[config.mk]
export PLATFORM = sky130hd
export DESIGN_NAME = c_subset_lexer
export DESIGN_NICKNAME = d
export VERILOG_FILES = /design/src/rtl/csl_pkg.sv /design/src/rtl/csl_core.sv /design/src/rtl/csl_out_queue.sv /design/src/rtl/c_subset_lexer.sv
export SDC_FILE = /design/constraint.sdc
export NUM_CORES = 1
export LEC_CHECK = 0
export BUFFER_PORTS_ARGS = -buffer_cell sky130_fd_sc_hd__buf_4
export CORE_ASPECT_RATIO = 0.9
export CORE_MARGIN = 2
export CORE_UTILIZATION = 35
export DETAILED_ROUTE_END_ITERATION = 8
export GPL_ROUTABILITY_DRIVEN = 0
export GPL_TIMING_DRIVEN = 1
export PLACE_DENSITY = 0.55
export SLEW_MARGIN = 15
export SYNTH_ARGS = -nofsm -noshare
export SYNTH_HDL_FRONTEND = slang
export SYNTH_SLANG_ARGS = --single-unit
[constraint.sdc]
create_clock -name clk_i -period 9 [get_ports clk_i]
set_input_delay 1.8 -clock clk_i [delete_from_list [all_inputs] [get_ports clk_i]]
set_output_delay 1.8 -clock clk_i [all_outputs]
set_load 0.05 [all_outputs]
[src/rtl/csl_pkg.sv]
// Types, constants and helper functions for the C subset lexer.
// No dependencies; used by every lexer module.
package csl_pkg;

  localparam int POSITION_BITS_DEF = 16;
  localparam int LENGTH_BITS_DEF   = 8;
  localparam int QDEPTH            = 4;

  localparam logic [2:0] KPOS_MAX = 3'd7;

  localparam logic [7:0] CH_NL     = 8'h0A;
  localparam logic [7:0] CH_SPACE  = 8'h20;
  localparam logic [7:0] CH_SEMI   = 8'h3B;
  localparam logic [7:0] CH_LPAREN = 8'h28;
  localparam logic [7:0] CH_RPAREN = 8'h29;
  localparam logic [7:0] CH_LBRACE = 8'h7B;
  localparam logic [7:0] CH_RBRACE = 8'h7D;
  localparam logic [7:0] CH_EQUAL  = 8'h3D;

  typedef enum logic [1:0] {
    MODE_START  = 2'd0,
    MODE_WORD   = 2'd1,
    MODE_NUMBER = 2'd2,
    MODE_FAILED = 2'd3
  } mode_e;

  typedef enum logic [3:0] {
    KIND_INT    = 4'd0,
    KIND_RETURN = 4'd1,
    KIND_IDENT  = 4'd2,
    KIND_INTLIT = 4'd3,
    KIND_SEMI   = 4'd4,
    KIND_LPAREN = 4'd5,
    KIND_RPAREN = 4'd6,
    KIND_LBRACE = 4'd7,
    KIND_RBRACE = 4'd8,
    KIND_EQUAL  = 4'd9,
    KIND_ERROR  = 4'd10
  } kind_e;

  typedef struct packed {
    kind_e       kind;
    logic [15:0] line;
    logic [15:0] column;
    logic [7:0]  length;
    logic        last;
  } result_t;

  // Results of one byte: count 0..2, valid ones packed from res0.
  typedef struct packed {
    logic [1:0] cnt;
    result_t    res0;
    result_t    res1;
  } lex_out_t;

  function automatic logic is_alpha(logic [7:0] c);
    return (c >= "A" && c <= "Z") || (c >= "a" && c <= "z");
  endfunction

  function automatic logic is_digit(logic [7:0] c);
    return c >= "0" && c <= "9";
  endfunction

  function automatic logic is_space(logic [7:0] c);
    return c == CH_SPACE || (c >= 8'd9 && c <= 8'd13);
  endfunction

  function automatic logic is_punct(logic [7:0] c);
    return c == CH_SEMI || c == CH_LPAREN || c == CH_RPAREN ||
           c == CH_LBRACE || c == CH_RBRACE || c == CH_EQUAL;
  endfunction

  function automatic kind_e punct_kind(logic [7:0] c);
    kind_e k;
    unique case (c)
      CH_SEMI:   k = KIND_SEMI;
      CH_LPAREN: k = KIND_LPAREN;
      CH_RPAREN: k = KIND_RPAREN;
      CH_LBRACE: k = KIND_LBRACE;
      CH_RBRACE: k = KIND_RBRACE;
      default:   k = KIND_EQUAL;
    endcase
    return k;
  endfunction

  function automatic logic int_match(logic [2:0] p, logic [7:0] c);
    logic m;
    case (p)
      3'd0:    m = (c == "i");
      3'd1:    m = (c == "n");
      3'd2:    m = (c == "t");
      default: m = 1'b0;
    endcase
    return m;
  endfunction

  function automatic logic return_match(logic [2:0] p, logic [7:0] c);
    logic m;
    case (p)
      3'd0:    m = (c == "r");
      3'd1:    m = (c == "e");
      3'd2:    m = (c == "t");
      3'd3:    m = (c == "u");
      3'd4:    m = (c == "r");
      3'd5:    m = (c == "n");
      default: m = 1'b0;
    endcase
    return m;
  endfunction

  // bit0 tracks "int", bit1 tracks "return"
  function automatic logic [1:0] kw_alive_next(logic [2:0] p, logic [1:0] alive,
                                               logic [7:0] c);
    return {alive[1] & return_match(p, c), alive[0] & int_match(p, c)};
  endfunction

endpackage

[src/rtl/csl_core.sv]
// Lexer state and per-byte step: counters, mode, keyword tracking.
// Depends on csl_pkg. Produces up to two results per accepted byte.
module csl_core #(
  parameter int POSITION_BITS = csl_pkg::POSITION_BITS_DEF,
  parameter int LENGTH_BITS   = csl_pkg::LENGTH_BITS_DEF
) (
  input  logic              clk_i,
  input  logic              rst_ni,
  input  logic              step_i,
  input  logic [7:0]        ch_i,
  output csl_pkg::lex_out_t lex_o
);

  localparam logic [POSITION_BITS-1:0] POS_MAX = {POSITION_BITS{1'b1}};
  localparam logic [LENGTH_BITS-1:0]   LEN_MAX = {LENGTH_BITS{1'b1}};

  csl_pkg::mode_e           mode_q, mode_d;
  logic [POSITION_BITS-1:0] line_q, line_d, col_q, col_d;
  logic [POSITION_BITS-1:0] sline_q, sline_d, scol_q, scol_d;
  logic [LENGTH_BITS-1:0]   len_q, len_d;
  logic [2:0]               kpos_q, kpos_d;
  logic [1:0]               kalive_q, kalive_d;

  logic [POSITION_BITS-1:0] line_n, col_n;
  logic [POSITION_BITS+15:0] line_x, col_x, sline_x, scol_x;
  logic [LENGTH_BITS+7:0]   len_x;
  logic                     alpha, digit, space, punct, cont;
  csl_pkg::kind_e           pend_kind;
  csl_pkg::result_t         pend_res, punct_res, err_res;

  always_ff @(posedge clk_i or negedge rst_ni) begin
    if (!rst_ni) begin
      mode_q   <= csl_pkg::MODE_START;
      line_q   <= POSITION_BITS'(1);
      col_q    <= '0;
      sline_q  <= POSITION_BITS'(1);
      scol_q   <= '0;
      len_q    <= '0;
      kpos_q   <= '0;
      kalive_q <= 2'b11;
    end else begin
      mode_q   <= mode_d;
      line_q   <= line_d;
      col_q    <= col_d;
      sline_q  <= sline_d;
      scol_q   <= scol_d;
      len_q    <= len_d;
      kpos_q   <= kpos_d;
      kalive_q <= kalive_d;
    end
  end

  assign alpha = csl_pkg::is_alpha(ch_i);
  assign digit = csl_pkg::is_digit(ch_i);
  assign space = csl_pkg::is_space(ch_i);
  assign punct = csl_pkg::is_punct(ch_i);
  assign cont  = (mode_q == csl_pkg::MODE_WORD && (alpha || digit)) ||
                 (mode_q == csl_pkg::MODE_NUMBER && digit);

  // position of this byte, after the newline or column bump
  always_comb begin
    line_n = line_q;
    col_n  = col_q;
    if (ch_i == csl_pkg::CH_NL) begin
      if (line_q != POS_MAX) line_n = line_q + POSITION_BITS'(1);
      col_n = '0;
    end else if (col_q != POS_MAX) begin
      col_n = col_q + POSITION_BITS'(1);
    end
  end

  // outputs carry the low 16 / 8 bits, zero-extended when narrower
  assign line_x  = {16'd0, line_n};
  assign col_x   = {16'd0, col_n};
  assign sline_x = {16'd0, sline_q};
  assign scol_x  = {16'd0, scol_q};
  assign len_x   = {8'd0, len_q};

  always_comb begin
    if (mode_q == csl_pkg::MODE_NUMBER)                pend_kind = csl_pkg::KIND_INTLIT;
    else if (kalive_q[0] && kpos_q == 3'd3)            pend_kind = csl_pkg::KIND_INT;
    else if (kalive_q[1] && kpos_q == 3'd6)            pend_kind = csl_pkg::KIND_RETURN;
    else                                               pend_kind = csl_pkg::KIND_IDENT;
  end

  always_comb begin
    pend_res.kind    = pend_kind;
    pend_res.line    = sline_x[15:0];
    pend_res.column  = scol_x[15:0];
    pend_res.length  = len_x[7:0];
    pend_res.last    = !punct;
    punct_res.kind   = csl_pkg::punct_kind(ch_i);
    punct_res.line   = line_x[15:0];
    punct_res.column = col_x[15:0];
    punct_res.length = 8'd1;
    punct_res.last   = 1'b1;
    err_res.kind     = csl_pkg::KIND_ERROR;
    err_res.line     = line_x[15:0];
    err_res.column   = col_x[15:0];
    err_res.length   = 8'd0;
    err_res.last     = 1'b1;
  end

  always_comb begin
    mode_d   = mode_q;
    line_d   = line_q;
    col_d    = col_q;
    sline_d  = sline_q;
    scol_d   = scol_q;
    len_d    = len_q;
    kpos_d   = kpos_q;
    kalive_d = kalive_q;
    lex_o    = '0;
    if (step_i && mode_q != csl_pkg::MODE_FAILED) begin
      line_d = line_n;
      col_d  = col_n;
      if (cont) begin
        if (len_q != LEN_MAX) len_d = len_q + LENGTH_BITS'(1);
        if (mode_q == csl_pkg::MODE_WORD) begin
          kalive_d = csl_pkg::kw_alive_next(kpos_q, kalive_q, ch_i);
          if (kpos_q != csl_pkg::KPOS_MAX) kpos_d = kpos_q + 3'd1;
        end
      end else if (mode_q == csl_pkg::MODE_START && (alpha || digit)) begin
        sline_d = line_n;
        scol_d  = col_n;
        len_d   = LENGTH_BITS'(1);
        if (alpha) begin
          mode_d   = csl_pkg::MODE_WORD;
          kalive_d = csl_pkg::kw_alive_next(3'd0, 2'b11, ch_i);
          kpos_d   = 3'd1;
        end else begin
          mode_d   = csl_pkg::MODE_NUMBER;
          kalive_d = 2'b11;
          kpos_d   = 3'd0;
        end
      end else if (!space && !punct) begin
        // bad byte: pending token dropped, block stays failed
        lex_o.cnt  = 2'd1;
        lex_o.res0 = err_res;
        mode_d     = csl_pkg::MODE_FAILED;
      end else if (mode_q != csl_pkg::MODE_START) begin
        mode_d     = csl_pkg::MODE_START;
        lex_o.res0 = pend_res;
        lex_o.res1 = punct_res;
        lex_o.cnt  = punct ? 2'd2 : 2'd1;
      end else if (punct) begin
        lex_o.cnt  = 2'd1;
        lex_o.res0 = punct_res;
      end
    end
  end

endmodule

[src/rtl/csl_out_queue.sv]
// Small result queue: up to two results in a cycle, one out if ready.
// Depends on csl_pkg.
module csl_out_queue (
  input  logic              clk_i,
  input  logic              rst_ni,
  input  csl_pkg::lex_out_t wr_i,
  input  logic              out_ready_i,
  output logic              out_valid_o,
  output csl_pkg::result_t  head_o,
  output logic              room_o
);

  localparam int PTR_W = $clog2(csl_pkg::QDEPTH);
  localparam int CNT_W = $clog2(csl_pkg::QDEPTH + 1);

  csl_pkg::result_t mem_q [csl_pkg::QDEPTH];
  logic [PTR_W-1:0] wp_q, wp_d, rp_q, rp_d, wp_next;
  logic [CNT_W-1:0] cnt_q, cnt_d;
  logic             rd;

  assign out_valid_o = cnt_q != '0;
  assign rd          = out_valid_o && out_ready_i;
  assign head_o      = mem_q[rp_q];
  // room for two results regardless of the read side
  assign room_o      = cnt_q <= CNT_W'(csl_pkg::QDEPTH - 2);
  assign wp_next     = wp_q + PTR_W'(1);

  always_comb begin
    wp_d  = wp_q + PTR_W'(wr_i.cnt);
    rp_d  = rd ? rp_q + PTR_W'(1) : rp_q;
    cnt_d = cnt_q + CNT_W'(wr_i.cnt) - CNT_W'(rd);
  end

  always_ff @(posedge clk_i) begin
    if (wr_i.cnt != 2'd0) mem_q[wp_q]    <= wr_i.res0;
    if (wr_i.cnt == 2'd2) mem_q[wp_next] <= wr_i.res1;
  end

  always_ff @(posedge clk_i or negedge rst_ni) begin
    if (!rst_ni) begin
      wp_q  <= '0;
      rp_q  <= '0;
      cnt_q <= '0;
    end else begin
      wp_q  <= wp_d;
      rp_q  <= rp_d;
      cnt_q <= cnt_d;
    end
  end

endmodule

[src/rtl/c_subset_lexer.sv]
// Byte-serial lexer for a small C subset: one byte in per cycle, tokens out.
// A token beat is offered the cycle after the byte that ends it, behind any
// beats already queued. Throughput: one byte per cycle; a four-entry result
// queue absorbs bytes that give two tokens, and input stalls only while more
// than two results wait.
// Reset (rst_ni low, async): mode start, line 1, column 0, queue empty.
module c_subset_lexer #(
  parameter int POSITION_BITS = csl_pkg::POSITION_BITS_DEF,
  parameter int LENGTH_BITS   = csl_pkg::LENGTH_BITS_DEF
) (
  input  logic        clk_i,
  input  logic        rst_ni,
  input  logic        in_valid_i,
  output logic        in_ready_o,
  input  logic [7:0]  ch_i,
  output logic        out_valid_o,
  input  logic        out_ready_i,
  output logic [3:0]  token_kind_o,
  output logic [15:0] token_line_o,
  output logic [15:0] token_column_o,
  output logic [7:0]  token_length_o,
  output logic        last_of_run_o
);

  csl_pkg::lex_out_t lex;
  csl_pkg::result_t  head;
  logic              room;

  assign in_ready_o = room;

  csl_core #(
    .POSITION_BITS(POSITION_BITS),
    .LENGTH_BITS  (LENGTH_BITS)
  ) u_core (
    .clk_i (clk_i),
    .rst_ni(rst_ni),
    .step_i(in_valid_i && room),
    .ch_i  (ch_i),
    .lex_o (lex)
  );

  csl_out_queue u_queue (
    .clk_i      (clk_i),
    .rst_ni     (rst_ni),
    .wr_i       (lex),
    .out_ready_i(out_ready_i),
    .out_valid_o(out_valid_o),
    .head_o     (head),
    .room_o     (room)
  );

  assign token_kind_o   = head.kind;
  assign token_line_o   = head.line;
  assign token_column_o = head.column;
  assign token_length_o = head.length;
  assign last_of_run_o  = head.last;

endmodule

-- Word level (Yosys, flattened, before mapping)
Memories as Yosys holds them, arrays and structs flattened.
Cells that the tools add are included.
- magnitude comparators: 9
- add/sub/neg operators: 9
- $mul: 0
- reduce and logical (&&, ||, !) cells: 37
- eq/ne operators: 31
- muxes and demuxes: 45
- bitwise logic cells: 3
- shifts and indexed selects: 0
- divide/modulo/power cells: 0
- operators by type and width (operator ; number):
    $mux 92 ; 3
    $mux 47 ; 2
    $mux 45 ; 2
    $eq 8x7->1 const B ; 8
    $mux 16 ; 4
    $mux 46 ; 1
    $eq 8x6->1 const B ; 5
    $add 16x1->16 const B ; 2
    $ne 16x16->1 const B ; 2
    $mux 8 ; 3
    $mux 2 ; 10
    $pmux 4 s5 ; 1
    $ge 8x7->1 const B ; 2
    $le 8x7->1 const B ; 2
    $logic_and 1x1->1 ; 13
    $mux 3 ; 4
    $reduce_and 3->1 ; 4
    $mux 1 ; 11
    $eq 3x3->1 const B ; 3
    $logic_or 1x1->1 ; 9
    $add 8x1->8 const B ; 1
    $eq 8x4->1 const B ; 1
    $ge 8x4->1 const B ; 1
    $ge 8x6->1 const B ; 1
    27 further kinds ; 39
- logic and storage cells: 146
- memories: 1
- bits in registers: 86
- RAM bits: 180
- output and inout port bits: 47
- input bits: 12
- bits in read-only memories: 0
- latch bits: 0
- memory list (name ; words ; width ; rd ports ; clocked after Yosys merged registers in ; wr ports ; line ; RTL):
    u_queue.mem_q ; 4 ; 45 ; 1 ; 0 ; 2 ; csl_out_queue.sv:16 ; csl_pkg::result_t mem_q [csl_pkg::QDEPTH];

-- Logic depth before layout (Yosys ltp)
Gate-level depths: netlist of run 1.
- depth in word-level cells: 15
- gate-level depth with buffers: 13
- depth with buffers taken out: 12

-- Modules after synthesis
From an unflattened synthesis of run 1, not the netlist that was laid out.
- cells, all modules: 1141
- area, all modules: 15083.2 sq um
- modules (own cells, without submodules) (module ; cells each ; area each (sq um) ; sequential area each (sq um) ; instances):
    csl_out_queue ; 479 ; 9472.8 ; 5580.4 ; 1
    csl_core ; 661 ; 5604.1 ; 1981.9 ; 1
    c_subset_lexer ; 1 ; 6.3 ; 0.0 ; 1

-- Least setup slack after synthesis of run 1
Ideal clock, no wire load.
- path type: input port to flip-flop
- start: input port ch_i[4]
- end: memory u_queue.mem_q[0][0] (netlist bit), enable pin
- library setup time: 518 ps
- required time: 8482 ps
- slack: 3703 ps
- path buffers: 4
- arrival: 4779 ps
- cell stages on the path: 13
- path through: buf_2 nor4_4 o2bb2ai_1 nand2_1 inv_1 ha_1 or2_2 o211a_1 buf_6 buf_6 nand2_4 buf_4 nand2_1
- RTL lines (element ; line ; RTL):
    start: declaration ; c_subset_lexer.sv:15 ; input logic [7:0] ch_i,
    end: declaration ; csl_out_queue.sv:16 ;

==> metrics, run 1 <==
post-synthesis simple-gate area fraction 14.0%; design area 16,600 µm²; largest cells by area after synthesis edfxtp_1 (31%), dfrtp_1 (14%), mux4_2 (6.8%), o22ai_1 (4.9%), a32oi_1 (4.9%); GR Util All Layers 20.8%; final WL 46.8 mm; ANT cells 0; H-tree depth 1; Starting Density 35.6%; post-synthesis register bit count 266; GR Util met1 30.1%; via count 12,046; Setup TNS 0 ns; CTS Buffer Depth 3; Synth Net Count 1,400; via/cell ratio 6.26; initial antenna violation count 2; period utilization 64.4%; gr busiest metal met2; grt total ovfl 0; first-pass GRT wire length 71.1 mm; Final Max Tran Viols 0; vias in the first global route 11,536; Max stage delay on crit path 0.70 ns; Total Die Area 44,300 µm²; layout cells sized above 1 15.8%; HP Class flop to flop; post-synthesis xor/xnor area fraction 2.05%; outcome finished with violations; # Max-Cap Violations 0; Yosys top cell area share 30.6%; DR iter-0 viols 1,538; critical path class input port to flop; worst setup skew after layout 0.0125 ns; Crit. End Element flop; cell taking the most area after synthesis edfxtp_1; fin crit period 5.80 ns; DRT antenna net count 0; clock tree from TritonCTS built; EDFF count, synth 152; IO Port Bufs 58; largest net degree at the start of global routing 82; met2 Usage GRT 32.6%; PD cells 231 nW/µm²; Critical Path RT 9.41 ns; Avg WL per Cell 24.3 µm; drt pass-1 iters 8; # IOs 59; Worst VDD drop 0.131 mV; CTS root buf clkbuf_16; mux cell area share after synthesis 9.54%; DP Area 15,700 µm²; TritonCTS Buffers 31; Post-CTS Resized 0; Nets 1,380; Worst-Margin Slew 1.20 ns; final non-filler cell total 1,925; most used cell, CP buf_4; hold_buf cts 0; library cell with the highest instance count after synthesis edfxtp_1; die height 200 µm; Final Setup Violations 0; Synth Area in Adders 1.31%; met3 GRT Util 3.56%; largest family of logic cells by synthesized area compound AO/OA/AOI/OAI gates; post-CTS setup buffer count 0; failing checks design-rule violations; Worst path slowest cell buf_4; CP arrival 6.20 ns; Max-slew headroom 19.6%; Placement Rows 71; DRC errors left 6; Post-Syn Area 14,900 µm²; Cells after Synth 1,373; Core Footprint 41,900 µm²; most instantiated cells after synthesis edfxtp_1 (152), nand2_1 (144), o22ai_1 (118), a32oi_1 (84), dfrtp_1 (82); P&R area growth vs syn 11.6%; Clock Latency Late Sink 0.58 ns; Worst Path Max Fanout 66; Synth Warn # 0; Fill cells 4,052; Synth Area in Compound Gates 19.5%; Unique masters post-synth 83; Die Wd 222 µm; crit path cell chain buf_4, nor4_4, o2bb2ai_1, nand2_1, inv_1, ha_1, or2_2, o211a_4, buf_4, nand2_1, buf_4, o221ai_1; Fin. Hold Viols 0; Sinks on Clock Net 266; Synth Flop Type edfxtp_1; Mapped Avg Cell Area 10.9 µm²; clk slew on worst S/H paths 0.06 ns; share of synthesized registers carrying an async set or reset 32.3%; nature of the critical path startpoint input port; sequential fraction of the synthesis area 48.8%; Fmax 0.172 GHz; hpwl dp 28.7 mm; total power 3.85 mW; Pleak 5.80 nW; Inst Count DP 1,867; RSZ-0062 raised after global routing no
-- cell families (layout without fill, tap and decap cells) --
kind of cell | count (synthesis) | after routing
and+or+nand+nor | 399 | 399
buffers and inverters | 155 | 160
xor gates and xnor gates | 35 | 35
DFF | 266 | 266
AOI/OAI and AO/OA | 418 | 418
adders and majority gates | 15 | 15
muxes | 85 | 85
-- per-layer routing --
metal | routed length [µm] | share of wire, %
met1 | 20600 | 44
met5 | 12 | 0.026
met4 | 943 | 2.0
met3 | 4340 | 9.3
met2 | 20900 | 45
-- report_power, final --
part           internal, mW  switching [mW]  total (mW)
logic                 0.367           0.784        1.15
registers              1.33           0.148        1.48
clock network         0.707           0.511        1.22
total                  2.41            1.44        3.85
-- final timing paths --
check | cells past startpoint | from | slack (ns) | endpoint
worst max-delay path | 12 | ch_i[4] | 3.20 | u_queue.mem_q[3][11]
worst min-delay path | 1 | u_queue.mem_q[3][7] | 0.46 | u_queue.mem_q[3][7]
worst max register to register | 9 | u_core.mode_q[0] | 4.12 | u_queue.mem_q[3][11]
worst min register to register | 1 | u_queue.mem_q[3][7] | 0.46 | u_queue.mem_q[3][7]
max in group asynchronous | 2 | rst_ni | 6.53 | u_core.scol_q[5]
min in group asynchronous | 1 | rst_ni | 1.09 | u_queue.cnt_q[2]
-- cell type report --
class	instances	area (µm²)	share of cell area (%)
clock inverters	8	55.1	0.331
well taps	547	684	4.11
inverters	21	78.8	0.473
flip-flops and latches	266	7290	43.8
multi-input cells	952	7000	42.1
repair buffers	81	608	3.65
clock buffers	50	932	5.60
-- flip-flops by register name, summed over array words and instances, names as in the netlist --
name / cells
u_core.kalive_q: 2
u_core.sline_q: 16
u_queue.mem_q: 180
u_core.scol_q: 16
u_core.col_q: 16
u_core.line_q: 16
u_core.len_q: 8
u_queue.cnt_q: 3
u_core.kpos_q: 3
u_queue.rp_q: 2
u_core.mode_q: 2
u_queue.wp_q: 2
-- metrics by stage --
stage / hold WS [ns] / setup WS [ns] / util (%)
after floorplan: 0.427 / 3.70 / -
after global placement: 0.443 / 3.00 / 37.3
after detailed placement: 0.441 / 2.78 / 37.3
after CTS: 0.460 / 3.39 / 39.7
after global routing: 0.482 / 2.88 / 39.7
final: 0.460 / 3.20 / 39.7
-- critical path, delay by kind of cell --
family / cells / cell delay [ns]
buffers and inverters: 4 / 1.50
and+or+nand+nor: 4 / 1.43
AOI/OAI and AO/OA: 3 / 1.08
adders and majority gates: 1 / 0.24
-- cells in the final DEF (no fill, tap or decap), types with 5 or more instances in the layout --
master and count:
edfxtp_1 152, nand2_1 139, o22ai_1 118, a32oi_1 84, buf_4 81, dfrtp_1 80, o21ai_0 77, nand3_1 52
mux4_2 45, nor2_1 34, nand4_1 33, mux2i_1 33, clkbuf_16 32, a22oi_1 30, dfxtp_1 28, nor3_1 27
a21oi_1 24, inv_1 19, xnor2_1 19, and3_1 19, xor2_1 16, nand2b_1 14, ha_1 14, a31oi_1 12
clkbuf_1 11, or3_1 10, o211ai_1 10, o2bb2ai_1 9, a21boi_0 7, mux2_2 7, and2_1 6, or4_1 6
clkbuf_8 6, a21o_1 5, clkinv_1 5, nand2_2 5, o31ai_1 5
Power figures use the tool's default switching activity.
==> run 2: changes to the inputs <==
--- a/config.mk
+++ b/config.mk
@@ -5,6 +5,7 @@
 export SDC_FILE = /design/constraint.sdc
 export NUM_CORES = 1
 export LEC_CHECK = 0
+export ABC_AREA = 1
 export BUFFER_PORTS_ARGS = -buffer_cell sky130_fd_sc_hd__buf_4
 export CORE_ASPECT_RATIO = 0.9
 export CORE_MARGIN = 2
==> constraint.sdc (replaced) <==
create_clock -name clk_i -period 5.41 [get_ports clk_i]
set_input_delay 1.082 -clock clk_i [delete_from_list [all_inputs] [get_ports clk_i]]
set_output_delay 1.082 -clock clk_i [all_outputs]
set_load 0.05 [all_outputs]
==> run 2 against run 1 <==
- the run now ends clean
- register-to-register slack lost 2.0 ns
- combinational power grew to 2.8 times the previous value
- clock-buffer cell count shrank 18
- via count grew 4.9%
- final area shrank 1.1%
- cell count grew 28%
- largest power group is now combinational cells
==> metrics, run 2 <==
outcome completed; PnR worst setup slack 1.48 ns; Yosys top cell area share 31.1%; Total Die Area 43,600 µm²; sequential fraction of the synthesis area 49.6%; switch share 43.2%; layout cells sized above 1 10.2%; part of the power in combinational logic 40.4%; Critical Path RT 4.33 ns; Synth Net Count 1,904; Crit. End Element primary output; die height 198 µm; period utilization 72.7%; Clk network pwr share 27.1%; cell taking the most area after synthesis edfxtp_1; final WL 42.7 mm; Avg WL per Cell 17.4 µm; Starting Density 35.3%; Worst-Margin Slew 1.04 ns; commonest cells after routing, fill and taps aside nand2_1 (695), o21ai_0 (191), nor2_1 (187), edfxtp_1 (152), nand3_1 (129); met3 GRT Util 2.23%; hpwl dp 26.9 mm; Max stage delay on crit path 0.74 ns; post-synthesis register bit count 266; Max-slew headroom 30.2%; via/cell ratio 5.15; H-tree depth 1; largest reg by FF count u_queue.mem_q; HP Class flop to flop; worst slack, placed 1.14 ns; worst setup skew after layout 0.0115 ns; met2 Usage GRT 31.9%; clk slew on worst S/H paths 0.06 ns; Clock Latency Late Sink 0.56 ns; drt pass-1 iters 5; nature of the critical path startpoint flop; Final Setup Violations 0; hold_buf cts 0; GR Util met1 28.0%; PD cells 481 nW/µm²; DP Area 15,400 µm²; initial antenna violation count 0; share of synthesized registers carrying an async set or reset 32.3%; Core Footprint 41,600 µm²; Final Max Tran Viols 0; post-CTS setup buffer count 0; library cell with the highest instance count after synthesis nand2_1; Worst Path Max Fanout 46; Mapped Avg Cell Area 7.83 µm²; Reg power frac 32.4%; largest cells by area after synthesis edfxtp_1 (31%), nand2_1 (18%), dfrtp_1 (14%), o21ai_0 (6.5%), nor2_1 (4.8%); # Max-Cap Violations 0; clock tree from TritonCTS built; CP arrival 2.85 ns; flip-flop count of the largest register after layout 180; final non-filler cell total 2,455; Die Wd 220 µm; P&R area growth vs syn 12.0%; Post-CTS Resized 0; Unique masters post-synth 44; Int Pwr 4.50 mW; IO Port Bufs 58; largest net degree at the start of global routing 93; Placement Rows 71; crit path cell chain buf_4, inv_2, o21ai_0, o22ai_1, buf_4; total power 7.91 mW; Pleak 7.06 nW; leading cell type in the layout, fill and taps excluded nand2_1; DRT antenna net count 0; Worst path slowest cell inv_2; grt total ovfl 0; Crit path max-delay family buffers and inverters; first-pass GRT wire length 67.3 mm; most used cell, CP buf_4; CTS root buf clkbuf_16; via count 12,640; Cells after Synth 1,877; DRC errors left 0; RSZ-0062 raised after global routing no; ANT cells 0; Synth Warn # 0; # IOs 59; Fin. Hold Viols 0; vias in the first global route 11,898; GR Util All Layers 19.7%; Sinks on Clock Net 266; Nets 1,911; P_sw 3.42 mW; Fmax 0.254 GHz; gr busiest metal met2; CTS Buffer Depth 3; fin crit period 3.93 ns; worst path buffer plus inverter count 3; Post-Syn Area 14,700 µm²; most instantiated cells after synthesis nand2_1 (699), o21ai_0 (191), nor2_1 (187), edfxtp_1 (152), nand3_1 (129); critical path class flop to primary output; Setup TNS 0 ns; Synth Flop Type edfxtp_1; Inst Count DP 2,399; DR iter-0 viols 1,125; EDFF count, synth 152; TritonCTS Buffers 30; Worst VDD drop 0.431 mV; design area 16,500 µm²
-- run 2: cell types whose count changed after synthesis, moves of 67 or more --
cell     before  now
inv_1        20   87
o21ai_0      77  191
nand2_1     144  699
nand3_1      53  129
o22ai_1     118   45
a32oi_1      84    0
nor2_1       35  187
-- run 2: power by group through the flow --
stage / clock network [mW] / registers [mW] / logic [mW]
detailed placement: 0 / 2.61 / 3.22
CTS: 2.18 / 2.56 / 3.23
global route: 2.26 / 2.60 / 3.47
finish: 2.15 / 2.57 / 3.20
floorplan: 0 / 2.56 / 2.24
global placement: 0 / 2.60 / 3.20
-- run 2: cell type report --
class	count	area (µm²)
inverters	100	377
well taps	547	684
repair buffers	75	563
clock inverters	24	267
multi-input cells	1411	6510
fillers	4205	25100
flip-flops and latches	266	7280
clock buffers	32	779
-- run 2: stage by stage --
step / hold WS [ns] / utilization [%]
CTS: 0.467 / 39.6
global placement: 0.455 / 37.1
global route: 0.478 / 39.6
floorplan: 0.440 / -
detailed placement: 0.456 / 37.1
finish: 0.467 / 39.6
-- run 2: per-layer routing --
layer	routed length, µm	part of all wire, %	vias to the layer above
met4	866	2.0	0
met1	19700	46	6002
met5	0	0	-
met3	2810	6.6	60
li1	-	-	6177
met2	19400	45	401
-- run 2: final timing paths --
| kind | end | cells past startpoint | from | slack, ns |
|---|---|---|---|---|
| max | token_column_o[9] | 5 | u_queue.rp_q[1] | 1.48 |
| min | u_queue.mem_q[0][8] | 2 | u_queue.mem_q[0][8] | 0.47 |
| max reg2reg | u_queue.mem_q[0][35] | 11 | u_queue.cnt_q[1] | 2.16 |
| min reg2reg | u_queue.mem_q[0][8] | 2 | u_queue.mem_q[0][8] | 0.47 |
| max in group asynchronous | u_core.sline_q[0] | 2 | rst_ni | 3.80 |
| min in group asynchronous | u_core.kpos_q[2] | 1 | rst_ni | 0.58 |
-- run 2: worst register-to-register path, stage by stage, from the launching register on --
cell	delay (ns)
dfrtp_1	0.41
a21oi_2	0.18
nand2_1	0.13
a21oi_2	0.46
nand3_2	0.20
nor2_4	0.16
nand2_2	0.12
nand2_2	0.13
nand2_2	0.24
inv_2	0.83
nand2_1	0.13
nand2_1	0.11
-- run 2: kinds of logic (layout without fill, tap and decap cells) --
group                      after synthesis  count (layout)  share of synthesized area [%]
DFF                                    266             266                           49.6
xor gates and xnor gates                27              27                           1.61
buffers and inverters                  200             231                           6.24
adders and majority gates               15              15                           1.33
AOI/OAI and AO/OA                      268             268                           9.67
and+or+nand+nor                       1101            1101                           31.6
==> run 3: changes to the inputs <==
--- a/config.mk
+++ b/config.mk
@@ -13,7 +13,7 @@
 export DETAILED_ROUTE_END_ITERATION = 8
 export GPL_ROUTABILITY_DRIVEN = 0
 export GPL_TIMING_DRIVEN = 1
-export PLACE_DENSITY = 0.55
+export PLACE_DENSITY = 0.57
 export SLEW_MARGIN = 15
 export SYNTH_ARGS = -nofsm -noshare
 export SYNTH_HDL_FRONTEND = slang
==> constraint.sdc (replaced) <==
create_clock -name clk_i -period 3.6 [get_ports clk_i]
set_input_delay 0.72 -clock clk_i [delete_from_list [all_inputs] [get_ports clk_i]]
set_output_delay 0.72 -clock clk_i [all_outputs]
set_load 0.05 [all_outputs]
==> run 3 against run 2 <==
- register-to-register slack worse by 1.6 ns
- largest cell class unchanged
- clock power increased by 37%
- total power grew 48%
- combinational power up 53%
- via count up 1.4%
- sequential power rose by 52%
- cell count is 1.3% higher
- highest routed layer unchanged
- sequential cell count is the same
- clock-buffer cell count grew 12
==> metrics, run 3 (synthesis results as in run 2) <==
most used cell, CP buf_4; Fmax 0.319 GHz; Starting Density 35.3%; hold_buf cts 0; worst setup skew after layout 0.0236 ns; clk slew on worst S/H paths 0.06 ns; Clock Latency Late Sink 0.58 ns; first-pass GRT wire length 70.1 mm; # IOs 59; crit path cell chain buf_4, o21ai_0, o22ai_1, buf_4; H-tree depth 1; switch share 43.6%; largest net degree at the start of global routing 58; Critical R2R Capture u_queue.mem_q[2][25]; Post-CTS Resized 0; ANT cells 0; GR Util All Layers 20.4%; P&R area growth vs syn 14.0%; CP arrival 2.41 ns; Final Setup Violations 0; CTS root buf clkbuf_16; worst reg-to-reg path cell count 10; Setup TNS 0 ns; Max stage delay on crit path 0.62 ns; fin crit period 3.13 ns; RSZ-0062 raised after global routing no; # Max-Cap Violations 0; total power 11.7 mW; worst path buffer plus inverter count 2; Final Max Tran Viols 0; Hold WS 0.211 ns; outcome completed; Worst VDD drop 0.563 mV; grt total ovfl 0; layout cells sized above 1 11.0%; HP Class input port to async pin; P_sw 5.12 mW; Crit. End Element primary output; TritonCTS Buffers 30; via/cell ratio 5.15; PD cells 701 nW/µm²; PnR worst setup slack 0.467 ns; DR iter-0 viols 1,100; DRT antenna net count 0; flip-flop count of the largest register after layout 180; leading cell type in the layout, fill and taps excluded nand2_1; critical path class flop to primary output; part of the power in combinational logic 41.7%; period utilization 87.0%; die height 198 µm; hpwl dp 28.2 mm; Avg WL per Cell 17.6 µm; Worst-Margin Slew 1.00 ns; Core Util, Final 40.3%; DRC errors left 0; Crit path max-delay family buffers and inverters; Total Die Area 43,600 µm²; via count 12,815; Max-slew headroom 32.9%; Int Pwr 6.63 mW; post-CTS setup buffer count 0; clock tree from TritonCTS built; Core Footprint 41,600 µm²; initial antenna violation count 0; Critical R2R Launch u_core.line_q[0]; reg2reg setup slack 0.55 ns; Pleak 7.21 nW; nature of the critical path startpoint flop; Reg power frac 33.2%; vias in the first global route 12,257; Critical Path RT 2.88 ns; largest reg by FF count u_queue.mem_q; Nets 1,943; Worst Path Max Fanout 45; Sinks on Clock Net 266; Die Wd 220 µm; final WL 43.7 mm; drt pass-1 iters 7; commonest cells after routing, fill and taps aside nand2_1 (695), o21ai_0 (191), nor2_1 (187), edfxtp_1 (152), nand3_1 (129); IO Port Bufs 58; Clk network pwr share 25.1%; Worst path slowest cell dfrtp_2; Fin. Hold Viols 0; worst slack, placed 0.204 ns; CTS Buffer Depth 3; Placement Rows 71
-- run 3: through the flow --
step	area [µm²]	instances
after floorplan	14700	1877
after global placement	15800	2431
after detailed placement	15800	2431
after CTS	16700	2487
after global routing	16700	2487
final	16700	2487
-- run 3: layout make-up --
type / instances / area, µm²
Clock inverter: 12 / 77.6
Clock buffer: 44 / 855
Multi-Input combinational cell: 1411 / 6510
Fill cell: 4192 / 24800
Tap cell: 547 / 684
Sequential cell: 266 / 7280
Inverter: 100 / 375
Timing Repair Buffer: 107 / 966
-- run 3: routing by layer --
metal	track usage, %	vias to the layer above	routed length, µm
met1	29.1	6080	20300
li1	-	6254	-
met3	3.04	52	3240
met5	0	-	0
met2	32.7	429	19500
met4	4.62	0	592
-- run 3: worst max-delay path by stage --
stage	startpoint	end	slack, ns	cells after the start
CTS	u_queue.rp_q[0]	last_of_run_o	0.46	4
finish	u_queue.rp_q[0]	last_of_run_o	0.47	4
global placement	ch_i[6]	u_queue.mem_q[3][16]	0.25	17
detailed placement	ch_i[7]	u_queue.mem_q[3][36]	0.20	15
floorplan	ch_i[3]	u_queue.mem_q[0][0]	0.04	15
global route	u_core.line_q[0]	u_queue.mem_q[2][25]	0.34	10
-- run 3: power by group through the flow --
stage	registers [mW]	logic, mW	clock network (mW)
3_3_place_gp	3.95	4.87	0
3_5_place_dp	3.96	4.91	0
5_1_grt	3.96	5.26	3.12
4_1_cts	3.90	4.92	2.99
2_1_floorplan	3.85	3.36	0
6_report	3.91	4.89	2.95
-- run 3: worst reg2reg max path, delay by kind of cell, from the launching register on --
kind                       cells  cell delay, ns
xor gates and xnor gates       1            0.44
adders and majority gates      1            0.19
DFF                            1            0.55
and+or+nand+nor                8            1.74
